==> config.mk <==
export PLATFORM = sky130hd
export DESIGN_NAME = bf3_cfg
export DESIGN_NICKNAME = d
export VERILOG_FILES = /design/src/design/bf3_pkg.sv /design/src/design/bf3_cfg.sv
export SDC_FILE = /design/constraint.sdc
export NUM_CORES = 1
export LEC_CHECK = 0
export BUFFER_PORTS_ARGS = -buffer_cell sky130_fd_sc_hd__buf_2
export CAP_MARGIN = 20
export CELL_PAD_IN_SITES_DETAIL_PLACEMENT = 0
export CELL_PAD_IN_SITES_GLOBAL_PLACEMENT = 2
export CORE_AREA = 2 2 88 90
export CTS_CLUSTER_DIAMETER = 30
export CTS_CLUSTER_SIZE = 40
export DETAILED_ROUTE_END_ITERATION = 12
export DIE_AREA = 0 0 90 92
export GPL_ROUTABILITY_DRIVEN = 0
export HOLD_SLACK_MARGIN = 0.15
export PLACE_DENSITY_LB_ADDON = 0.2
export SETUP_SLACK_MARGIN = 0.4
export SLEW_MARGIN = 5
export SYNTH_ARGS = -nofsm -noshare
export SYNTH_HDL_FRONTEND = slang
export SYNTH_SLANG_ARGS = --single-unit
==> constraint.sdc <==
create_clock -name clk -period 0.88 [get_ports clk]
set_input_delay 0.132 -clock clk [delete_from_list [all_inputs] [get_ports clk]]
set_output_delay 0.132 -clock clk [all_outputs]
set_load 0.05 [all_outputs]
==> src/design/bf3_pkg.sv <==
// Shared constants and types for the 3x3 box filter.
`default_nettype none
package bf3_pkg;

  localparam int MAX_WIDTH  = 1024;
  localparam int MAX_HEIGHT = 1024;
  localparam int WIN_SIDE   = 3;

  localparam int PIX_W   = 8;
  localparam int COORD_W = $clog2(MAX_WIDTH);     // column / row counter and line buffer index
  localparam int SIZE_W  = 11;                    // frame size registers
  localparam int COL_W   = PIX_W + 2;             // sum of one window column
  localparam int SUM_W   = PIX_W + 4;             // sum of the whole window
  localparam int PADDR_W = 3;
  localparam int PDATA_W = 32;

  // floor(s / 9) == (s * 3641) >> 15 for every s up to 9 * 255
  localparam int                  DIV9_SHIFT = 15;
  localparam logic [SUM_W-1:0]    DIV9_MUL   = SUM_W'(3641);
  localparam int                  PROD_W     = 2 * SUM_W;

  localparam logic [SIZE_W-1:0] SIZE_MIN      = SIZE_W'(WIN_SIDE);
  localparam logic [SIZE_W-1:0] WIDTH_MAX     = SIZE_W'(MAX_WIDTH);
  localparam logic [SIZE_W-1:0] HEIGHT_MAX    = SIZE_W'(MAX_HEIGHT);
  localparam logic [SIZE_W-1:0] WIDTH_RESET   = SIZE_W'(1024);
  localparam logic [SIZE_W-1:0] HEIGHT_RESET  = SIZE_W'(1024);

  typedef enum logic {
    REG_WIDTH  = 1'b0,
    REG_HEIGHT = 1'b1
  } reg_idx_t;

  typedef struct packed {
    logic [SIZE_W-1:0] width;
    logic [SIZE_W-1:0] height;
    logic              restart;   // a size register was written: start a new frame
  } cfg_t;

  function automatic logic [SIZE_W-1:0] clamp_size(input logic [SIZE_W-1:0] v,
                                                   input logic [SIZE_W-1:0] vmax);
    logic [SIZE_W-1:0] r;
    r = v;
    if (v < SIZE_MIN) begin
      r = SIZE_MIN;
    end else if (v > vmax) begin
      r = vmax;
    end
    return r;
  endfunction

endpackage
`default_nettype wire

==> src/design/bf3_cfg.sv <==
// APB register block holding the frame size.
`default_nettype none
module bf3_cfg import bf3_pkg::*; (
  input  wire logic               clk,
  input  wire logic               rst,
  input  wire logic               psel,
  input  wire logic               penable,
  input  wire logic               pwrite,
  input  wire logic [PADDR_W-1:0] paddr,
  input  wire logic [PDATA_W-1:0] pwdata,
  output      logic [PDATA_W-1:0] prdata,
  output      logic               pready,
  output      cfg_t               cfg
);

  logic [SIZE_W-1:0] width;
  logic [SIZE_W-1:0] height;
  logic              restart;
  logic              wr;
  reg_idx_t          idx;

  assign idx    = reg_idx_t'(paddr[2]);
  assign wr     = psel && penable && pwrite;
  assign pready = 1'b1;

  // both register indexes are sizes, so every write restarts the frame at the same edge
  assign restart = wr;

  always_ff @(posedge clk) begin
    if (rst) begin
      width   <= WIDTH_RESET;
      height  <= HEIGHT_RESET;
    end else begin
      if (wr) begin
        case (idx)
          REG_WIDTH:  width  <= clamp_size(pwdata[SIZE_W-1:0], WIDTH_MAX);
          REG_HEIGHT: height <= clamp_size(pwdata[SIZE_W-1:0], HEIGHT_MAX);
          default:    ;
        endcase
      end
    end
  end

  always_comb begin
    case (idx)
      REG_WIDTH:  prdata = PDATA_W'(width);
      REG_HEIGHT: prdata = PDATA_W'(height);
      default:    prdata = '0;
    endcase
  end

  assign cfg = '{width: width, height: height, restart: restart};

endmodule
`default_nettype wire

Word level (Yosys, flattened, before mapping). Cells that the tools add are included.

Register bits after elaboration: 22. Word-level logic and storage cells: 12.

Reductions and logical operators: 4. Bitwise logic cells: 1. Order comparisons: 2. Multiplexer cells: 3.

Operators with widths (number): 32-bit case mux with 2 select lines (1); 11-bit two-way mux (2); 11-bit greater-than comparator (second input constant) (1); 11-bit by 2-bit less-than comparator with 1-bit output (second input constant) (1); 2-bit AND reduction (2); 1-bit logical AND (2); 1-bit NOT (1).

Depth between registers and ports, before layout. Gate-level depths: netlist of run 1.

Depth after elaboration: 3. Gate-level depth with buffers: 5. Depth with buffers taken out: 3.

Worst setup path after synthesis of run 1. OpenSTA, ideal clock, no wires.

Path kind: reg2out. Start: reg height[0]. End: out prdata[0]. Cell stages (with the launch flop): 2. Data required time: 0.748 ns. Buffers on the path: 0. Data arrival time: 1.049 ns. Setup slack: -0.301 ns. Cells stage by stage: dfxtp_1 > mux2_2.

Word-level cells in the longest chain between the ends: 1.

RTL lines: start: declaration (RTL line bf3_cfg.sv:17) `logic [SIZE_W-1:0] height;`; start signal: assignment (RTL line bf3_cfg.sv:37) `REG_HEIGHT: height <= clamp_size(pwdata[SIZE_W-1:0], HEIGHT_MAX);`; 32-bit case mux with 2 select lines (RTL line bf3_cfg.sv:45) `case (idx)`; end: declaration (RTL line bf3_cfg.sv:11) `output logic [PDATA_W-1:0] prdata,`.

No other way between the ends. The select of a mux whose other input is x is not followed.

Final worst setup path of run 1.
Start: reg width[4]. End: out prdata[4].

Word-level cells in the longest chain between the ends: 1.

RTL lines: start: declaration (RTL line bf3_cfg.sv:16) `logic [SIZE_W-1:0] width;`; start signal: assignment (RTL line bf3_cfg.sv:36) `REG_WIDTH: width <= clamp_size(pwdata[SIZE_W-1:0], WIDTH_MAX);`; 32-bit case mux with 2 select lines (RTL line bf3_cfg.sv:45).

No other way between the ends. The select of a mux whose other input is x is not followed.

==> impl_metrics.toml, run 1 <==
[grt]
grt.total_usage = 0.110
grt_pass1_vias = 1404
overflow = 0
antenna_found_initial = 0
grt_start_max_net_pins = 13
grt_pass1_wl_microns = 7140

[synthesis]
synth_seq_area_share = 0.367
syn_area_per_cell_sq_um = 8.28
synth.area.top_cells = "dfxtp_1 (37%), buf_4 (15%), nand2_1 (11%), mux2_2 (10%), a21oi_1 (7.5%)"
synth_area_leader_cell = "dfxtp_1"
async_reset_ff_frac = 0
yosys_warnings = 0
syn_area_sq_mm = 0.00120
synth-edff-count = 0
synth_flop_cell = "dfxtp_1"
ys_seq_elements = 22
synthTopCellsByCount = "nand2_1 (36), buf_4 (24), dfxtp_1 (22), a21oi_1 (18), mux2_2 (11)"
yosysTopAreaCellShare = 0.367
synth.most_common_cell = "nand2_1"
syn_inst = 145
ys_types = 21

[routing]
ant_nets = 0
top_layer = "met4"
num_vias = 1341
routed_via_density = 3.82
dr_wl_met2_microns = 2210
wl_met1_microns = 2140
routedWlPerCell_microns = 13.1
drc = 0
drtIter0Drc = 34
drt-total-wl_microns = 4620
first_pass_iters = 4
wl_met3_microns = 236

[setup_path]
reg2regPathDepth = 6
cpMaxStageDelayCell = "dfxtp_4"
endpoint_kind = "primary output"
worstPathRequired_ns = 0.75
reg2reg_from = "width[5]"
worstPathCellList = "mux2_4 -> buf_8"
crit_start = "width[4]"
crit_buf_inv = 1
worstSetupPathType = "reg2out"
critPathTopFamily = "flip-flops"
start_kind = "flop"
cp_max_fo = 2
worstPathArrival_ns = 1.03
r2r_setup_slack_ns = -0.13
slowest_delay_ns = 0.35
rr_endpoint = "width[5]"

[timing]
setup_viol = 34
hold_violations = 0
period_share = 1.32
setup_ws_ns = -0.282
period_minus_slack_ns = 1.16
finClkSkew_ns = 0
rsz0062_at_grt = "true"
fmax_ghz = 0.861
slew_violations = 0
hold_ws_ns = 0.148

[floorplan]
pin_count = 96
dieArea_sq_mm = 0.00828
initial_core_util = 0.161
die_h_microns = 92
dieWidth_microns = 90
coreArea_sq_mm = 0.00745
rows = 32

[placed_design]
dp_hpwl_microns = 3110
pre_cts_slack_ns = -0.296
port_buffers = 50

[clocking]
numCtsBuffers = 3
clk_latency_ns = 0.26
clk_pin_slew_ns = 0.08
cts_tree = "built"
cts_buffer_depth = 2
cts_max_level = 1
cts.sinks = 22
cts_root_buffer = "clkbuf_8"

[hold_path]
hold_class = "in2reg"
min_from = "pwdata[1]"
min_to = "height[1]"
hold_depth = 3

[pwr]
p_comb_frac = 0.330
seq_power_share = 0.405
p_int_mw = 1.54
power.density_mw_per_mm2 = 838
finalPower_mw = 2.37
leakage_nw = 1.20
swShare = 0.349
switching_power_mw = 0.829
irDropWorstVdd_v = 0.000431
clkPwrFrac = 0.265

[final_layout]
multiInputGateArea_sq_um = 892
area_delta_synth_final_pct = 136
regArea_sq_um = 523
diodes = 0
fin_nets = 290
fin_util = 0.380
fillers = 784
post_route_cells_drive_above_1_share = 0.747

[flow_run]
maxCapViolations = 0

[status]
violations = "setup timing"
status = "finished with violations"
==> worst max-delay path by stage <==
stage | endpoint | slack, ns | cells past startpoint
2_1_floorplan | prdata[2] | -0.01 | 3
3_3_place_gp | width[8] | -0.28 | 4
3_5_place_dp | width[0] | -0.30 | 4
4_1_cts | prdata[1] | -0.30 | 2
5_1_grt | prdata[5] | -0.32 | 2
6_report | prdata[4] | -0.28 | 2
==> layer usage <==
| metal | up-vias | global-route usage |
|---|---|---|
| met5 | - | 0 |
| met4 | 0 | 0.0231 |
| met3 | 4 | 0.0263 |
| met2 | 42 | 0.182 |
| met1 | 643 | 0.145 |
| li1 | 652 | - |
==> power groups by stage <==
stage,Combinational [mW],Sequential [mW],Clock (mW)
detailed placement,0.590,0.983,0
global placement,0.592,0.983,0
floorplan,0.459,1.04,0
global route,0.818,0.964,0.717
CTS,0.732,0.961,0.681
finish,0.784,0.961,0.628
==> sequential cells by signal, indices dropped and copies added (netlist names) <==
signal and flops:
width 11, height 11
==> layout by cell type (no fill, tap or decap), types with 3 or more instances in the layout <==
| cell type | instances |
|---|---|
| mux2_4 | 11 |
| nand3b_1 | 3 |
| o2bb2ai_2 | 3 |
| nand2_4 | 6 |
| nand2_2 | 9 |
| conb_1 | 22 |
| buf_2 | 8 |
| buf_8 | 31 |
| nand2_1 | 21 |
| nor2b_1 | 8 |
| a21oi_2 | 13 |
| buf_6 | 52 |
| buf_4 | 15 |
| dfxtp_4 | 22 |
| clkbuf_8 | 3 |
| a21oi_1 | 3 |
==> through the flow <==
stage | area, sq um | cells | setup TNS [ns]
2_1_floorplan | 1450 | 165 | -0.124
3_3_place_gp | 1860 | 322 | -6.13
3_5_place_dp | 1860 | 322 | -6.51
4_1_cts | 2520 | 336 | -6.04
5_1_grt | 2830 | 351 | -7.37
6_report | 2830 | 351 | -6.17
==> tightest hold or removal path, delay by kind of cell <==
kind | cells | cell delay [ns]
compound gates | 2 | 0.13
buf+inv | 1 | 0.11
==> what timing repair did <==
action	CTS	global route
setup buffers	8	15
setup endpoints to repair	56	56
resized for setup	152	50
pin swaps	16	15
hold endpoints to repair	3	3
cloned	2	0
==> logic make-up (layout without fill, tap and decap cells) <==
group / after synthesis / count (layout) / share of synthesized area
and+or+nand+nor: 58 / 60 / 0.238
buffers and inverters: 30 / 112 / 0.182
AOI/OAI and AO/OA: 22 / 22 / 0.104
DFF: 22 / 22 / 0.367
muxes: 11 / 11 / 0.103
other: 2 / 22 / 0.00625
==> area by class of cell <==
type,instances,share of cell area
timing repair buffer,108,0.439
multi-input combinational,115,0.315
clock inverter,1,0.00133
sequential,22,0.185
tap,102,0.0451
clock buffer,3,0.0146
Power figures use the tool's default switching activity.
==> run 2: changes to the inputs <==
==> constraint.sdc (replaced) <==
create_clock -name clk -period 0.88 [get_ports clk]
set_input_delay 0.176 -clock clk [delete_from_list [all_inputs] [get_ports clk]]
set_output_delay 0.176 -clock clk [all_outputs]
set_load 0.05 [all_outputs]
==> impl_metrics.toml, run 2 (synthesized netlist as in run 1, its figures left out) <==
[final_layout]
design_area_sq_mm = 0.00283
area_delta_synth_final_pct = 136
post_route_cells_drive_above_1_share = 0.754
multiInputGateArea_sq_um = 880
regArea_sq_um = 523
fillers = 756
fin_nets = 297
final_cell_mix = "buf_6 (44), buf_8 (28), buf_4 (27)"
diodes = 0
layout_commonest_cell = "buf_6"
reg_top3 = "height: 11 flops, width: 11 flops"

[pwr]
swShare = 0.357
clkPwrFrac = 0.270
leakage_nw = 1.26
seq_power_share = 0.393
switching_power_mw = 0.873
irDropWorstVdd_v = 0.000385
finalPower_mw = 2.44
power.density_mw_per_mm2 = 863
p_int_mw = 1.57
p_comb_frac = 0.337

[timing]
fmax_ghz = 0.822
setup_viol = 55
finClkSkew_ns = 0
hold_violations = 0
period_share = 1.38
period_minus_slack_ns = 1.22
rsz0062_at_grt = "true"
slew_violations = 0
setup_ws_ns = -0.336

[setup_path]
worst-path-stages = 2
worstSetupPathType = "reg2out"
r2r_setup_slack_ns = -0.14
cpMaxStageDelayCell = "dfxtp_4"
crit_buf_inv = 1
start_kind = "flop"
slowest_delay_ns = 0.35
cp_max_fo = 2
endpoint_kind = "primary output"
worstPathCellList = "mux2_4 -> buf_6"
worstPathArrival_ns = 1.04
worstPathRequired_ns = 0.70
critPathTopFamily = "flip-flops"
reg2regPathDepth = 6
reg2reg_from = "width[2]"
rr_endpoint = "width[2]"

[floorplan]
dieWidth_microns = 90
pin_count = 96
coreArea_sq_mm = 0.00745
die_h_microns = 92
dieArea_sq_mm = 0.00828
initial_core_util = 0.161
rows = 32

[routing]
ant_nets = 0
routedWlPerCell_microns = 13.0
drt-total-wl_microns = 4640
num_vias = 1355
routed_via_density = 3.78
first_pass_iters = 4
drtIter0Drc = 41
drc = 0

[grt]
met3_usage = 0.0238
use_met2 = 0.180
grt_pass1_wl_microns = 7040
busiest_layer = "met2"
grt_pass1_vias = 1337
grt_start_max_net_pins = 13
grt.total_usage = 0.111
antenna_found_initial = 0
overflow = 0
met1_usage = 0.152

[placed_design]
dp_hpwl_microns = 3060
dpl_cell_area_sq_mm = 0.00188
pre_cts_slack_ns = -0.311
port_buffers = 50

[clocking]
clk_latency_ns = 0.26
cts_tree = "built"
cts.sinks = 22
clk_pin_slew_ns = 0.08
cts_root_buffer = "clkbuf_8"
numCtsBuffers = 3
hold_buffers = 0
cts_buffer_depth = 2
cts_max_level = 1

[flow_run]
maxCapViolations = 0

[hold_path]
min_to = "width[0]"
hold_depth = 3
min_from = "pwdata[0]"
hold_class = "in2reg"

[status]
status = "finished with violations"
violations = "setup timing"
run 2: worst max path at each step:
stage                         from         to  slack (ns)
after global placement    paddr[2]   width[0]       -0.32
after CTS                 width[1]  prdata[1]       -0.34
after detailed placement  paddr[2]   width[4]       -0.31
final                     width[0]  prdata[0]       -0.34
after floorplan           paddr[2]  prdata[2]       -0.10
after global routing      width[4]  prdata[4]       -0.37
run 2: final cells by class:
cell class,instances,share of cell area
Clock buffer,3,0.0146
Timing Repair Buffer,115,0.444
Tap cell,102,0.0450
Clock inverter,1,0.00132
Sequential cell,22,0.185
Multi-Input combinational cell,115,0.310
run 2: timing repair:
action | CTS | global route
resized for setup | 144 | 41
gates cloned | 2 | 0
pin swaps | 23 | 8
setup endpoints to repair | 56 | 56
setup buffers | 14 | 14
run 2: worst reg2reg max path, stage by stage (launching register included):
cell and delay, ns:
dfxtp_4 0.35, buf_4 0.13, buf_6 0.11, buf_4 0.12, buf_6 0.10, nand2_2 0.06
a21oi_2 0.05
run 2: metal layers:
metal  vias to the layer above  share of wire
met5                         -              0
met4                         0         0.0088
met3                         4          0.050
met2                        46           0.48
met1                       633           0.46
li1                        672              -
run 2: stage by stage:
| stage | hold slack, ns | util | std cells | setup TNS (ns) |
|---|---|---|---|---|
| floorplan | 0.334 | - | 165 | -1.05 |
| global placement | 0.464 | 0.252 | 324 | -8.70 |
| detailed placement | 0.466 | 0.252 | 324 | -8.55 |
| CTS | 0.191 | 0.343 | 344 | -10.15 |
| global route | 0.190 | 0.381 | 358 | -11.43 |
| finish | 0.187 | 0.381 | 358 | -9.65 |
run 2: power by group through the flow:
stage          combinational [mW]  clock (mW)  sequential, mW
6_report                    0.823       0.661           0.961
5_1_grt                     0.863       0.752           0.963
4_1_cts                     0.757       0.701           0.961
3_5_place_dp                0.598           0           0.983
3_3_place_gp                0.599           0           0.983
2_1_floorplan               0.459           0            1.04
==> run 3: changes to the inputs <==
Settings changed: GPL_ROUTABILITY_DRIVEN 0 to 1, PLACE_DENSITY set to 0.76, PLACE_DENSITY_LB_ADDON 0.2 to not set.
==> impl_metrics.toml, run 3 (synthesized netlist as in run 1, its figures left out) <==
[status]
status = "finished with violations"
violations = "setup timing"

[routing]
drt-total-wl_microns = 4910
routed_via_density = 3.89
drtIter0Drc = 24
first_pass_iters = 4
ant_nets = 0
drc = 0
routedWlPerCell_microns = 14.0
num_vias = 1360

[hold_path]
hold_class = "in2reg"
min_from = "pwdata[1]"
min_to = "width[1]"
hold_depth = 3

[setup_path]
worstPathCellList = "mux2_4 -> buf_6"
reg2regPathDepth = 4
worstPathArrival_ns = 1.05
rr_endpoint = "width[1]"
r2r_setup_slack_ns = -0.04
start_kind = "flop"
worstSetupPathType = "reg2out"
reg2reg_from = "width[1]"
critPathTopFamily = "flip-flops"
cpMaxStageDelayCell = "dfxtp_4"
slowest_delay_ns = 0.35
crit_buf_inv = 1
worstPathRequired_ns = 0.70
cp_max_fo = 2
endpoint_kind = "primary output"

[timing]
rsz0062_at_grt = "true"
period_share = 1.39
fmax_ghz = 0.818
period_minus_slack_ns = 1.22
finClkSkew_ns = 0
setup_ws_ns = -0.343
slew_violations = 0
hold_violations = 0
setup_viol = 34

[pwr]
clkPwrFrac = 0.262
switching_power_mw = 0.851
seq_power_share = 0.399
leakage_nw = 1.20
finalPower_mw = 2.41
p_int_mw = 1.56
power.density_mw_per_mm2 = 862
p_comb_frac = 0.339
irDropWorstVdd_v = 0.000350
swShare = 0.352

[floorplan]
coreArea_sq_mm = 0.00745
dieArea_sq_mm = 0.00828
initial_core_util = 0.161
die_h_microns = 92
pin_count = 96
dieWidth_microns = 90
rows = 32

[placed_design]
port_buffers = 50
dp_hpwl_microns = 2810
dpl_cell_area_sq_mm = 0.00183
globalplace.congestion = 0.695
pre_cts_slack_ns = -0.344

[clocking]
clk_latency_ns = 0.26
clk_pin_slew_ns = 0.08
cts_max_level = 1
cts_tree = "built"
cts_root_buffer = "clkbuf_8"
cts_buffer_depth = 2
numCtsBuffers = 3
hold_buffers = 0
cts.sinks = 22

[final_layout]
area_delta_synth_final_pct = 133
post_route_cells_drive_above_1_share = 0.750
diodes = 0
reg_top3 = "height: 11 flops, width: 11 flops"
fin_nets = 290
fin_util = 0.376
final_cell_mix = "buf_6 (54), buf_8 (29), conb_1 (22), dfxtp_4 (22), nand2_1 (19)"
layout_commonest_cell = "buf_6"
design_area_sq_mm = 0.00280

[grt]
grt_pass1_vias = 1367
overflow = 0
grt_pass1_wl_microns = 7180
grt_start_max_net_pins = 12
grt.total_usage = 0.112
antenna_found_initial = 0

[flow_run]
maxCapViolations = 0
## run 3: per-stage QoR
stage,cells,hold WS [ns],TNS [ns]
final,350,0.218,-7.47
after detailed placement,319,0.469,-8.62
after floorplan,165,0.334,-1.05
after global placement,319,0.468,-8.42
after global routing,350,0.212,-8.34
after CTS,338,0.208,-7.07
## run 3: metal layers
layer / up-vias / share of wire / global-route usage
met5: - / 0 / 0
met4: 0 / 0.013 / 0.0321
met3: 4 / 0.033 / 0.00740
met2: 48 / 0.53 / 0.199
met1: 650 / 0.43 / 0.145
li1: 658 / - / -
## run 3: power groups by stage
stage	Sequential (mW)	Combinational [mW]	Clock [mW]
global route	0.964	0.854	0.702
floorplan	1.04	0.459	0
finish	0.962	0.820	0.633
detailed placement	0.984	0.587	0
CTS	0.962	0.768	0.652
global placement	0.984	0.586	0
## run 3: how the worst max path moves through the flow
stage                  start         to  slack (ns)  cells after the start
floorplan           paddr[2]  prdata[2]       -0.10                      3
global placement    paddr[2]   width[0]       -0.35                      4
global route        width[9]  prdata[9]       -0.37                      2
detailed placement  paddr[2]   width[1]       -0.34                      4
finish              width[9]  prdata[9]       -0.34                      2
CTS                 width[0]  prdata[0]       -0.35                      2
## run 3: final cells by class
type                       count  area [sq um]
fill                         755          4640
timing repair buffer         108          1230
multi-input combinational    115           877
sequential                    22           523
tap                          102           128
clock buffer                   3          41.3
## run 3: what timing repair did
item,CTS,global route
setup buffers,12,12
endpoints found under the setup margin,56,56
gates cloned,4,0
pin swaps,17,15
gates resized for setup,161,43
## run 3: tightest hold or removal path, cell delays in order
cell	delay (ns)
buf_2	0.10
a21oi_2	0.05
o2bb2ai_2	0.12
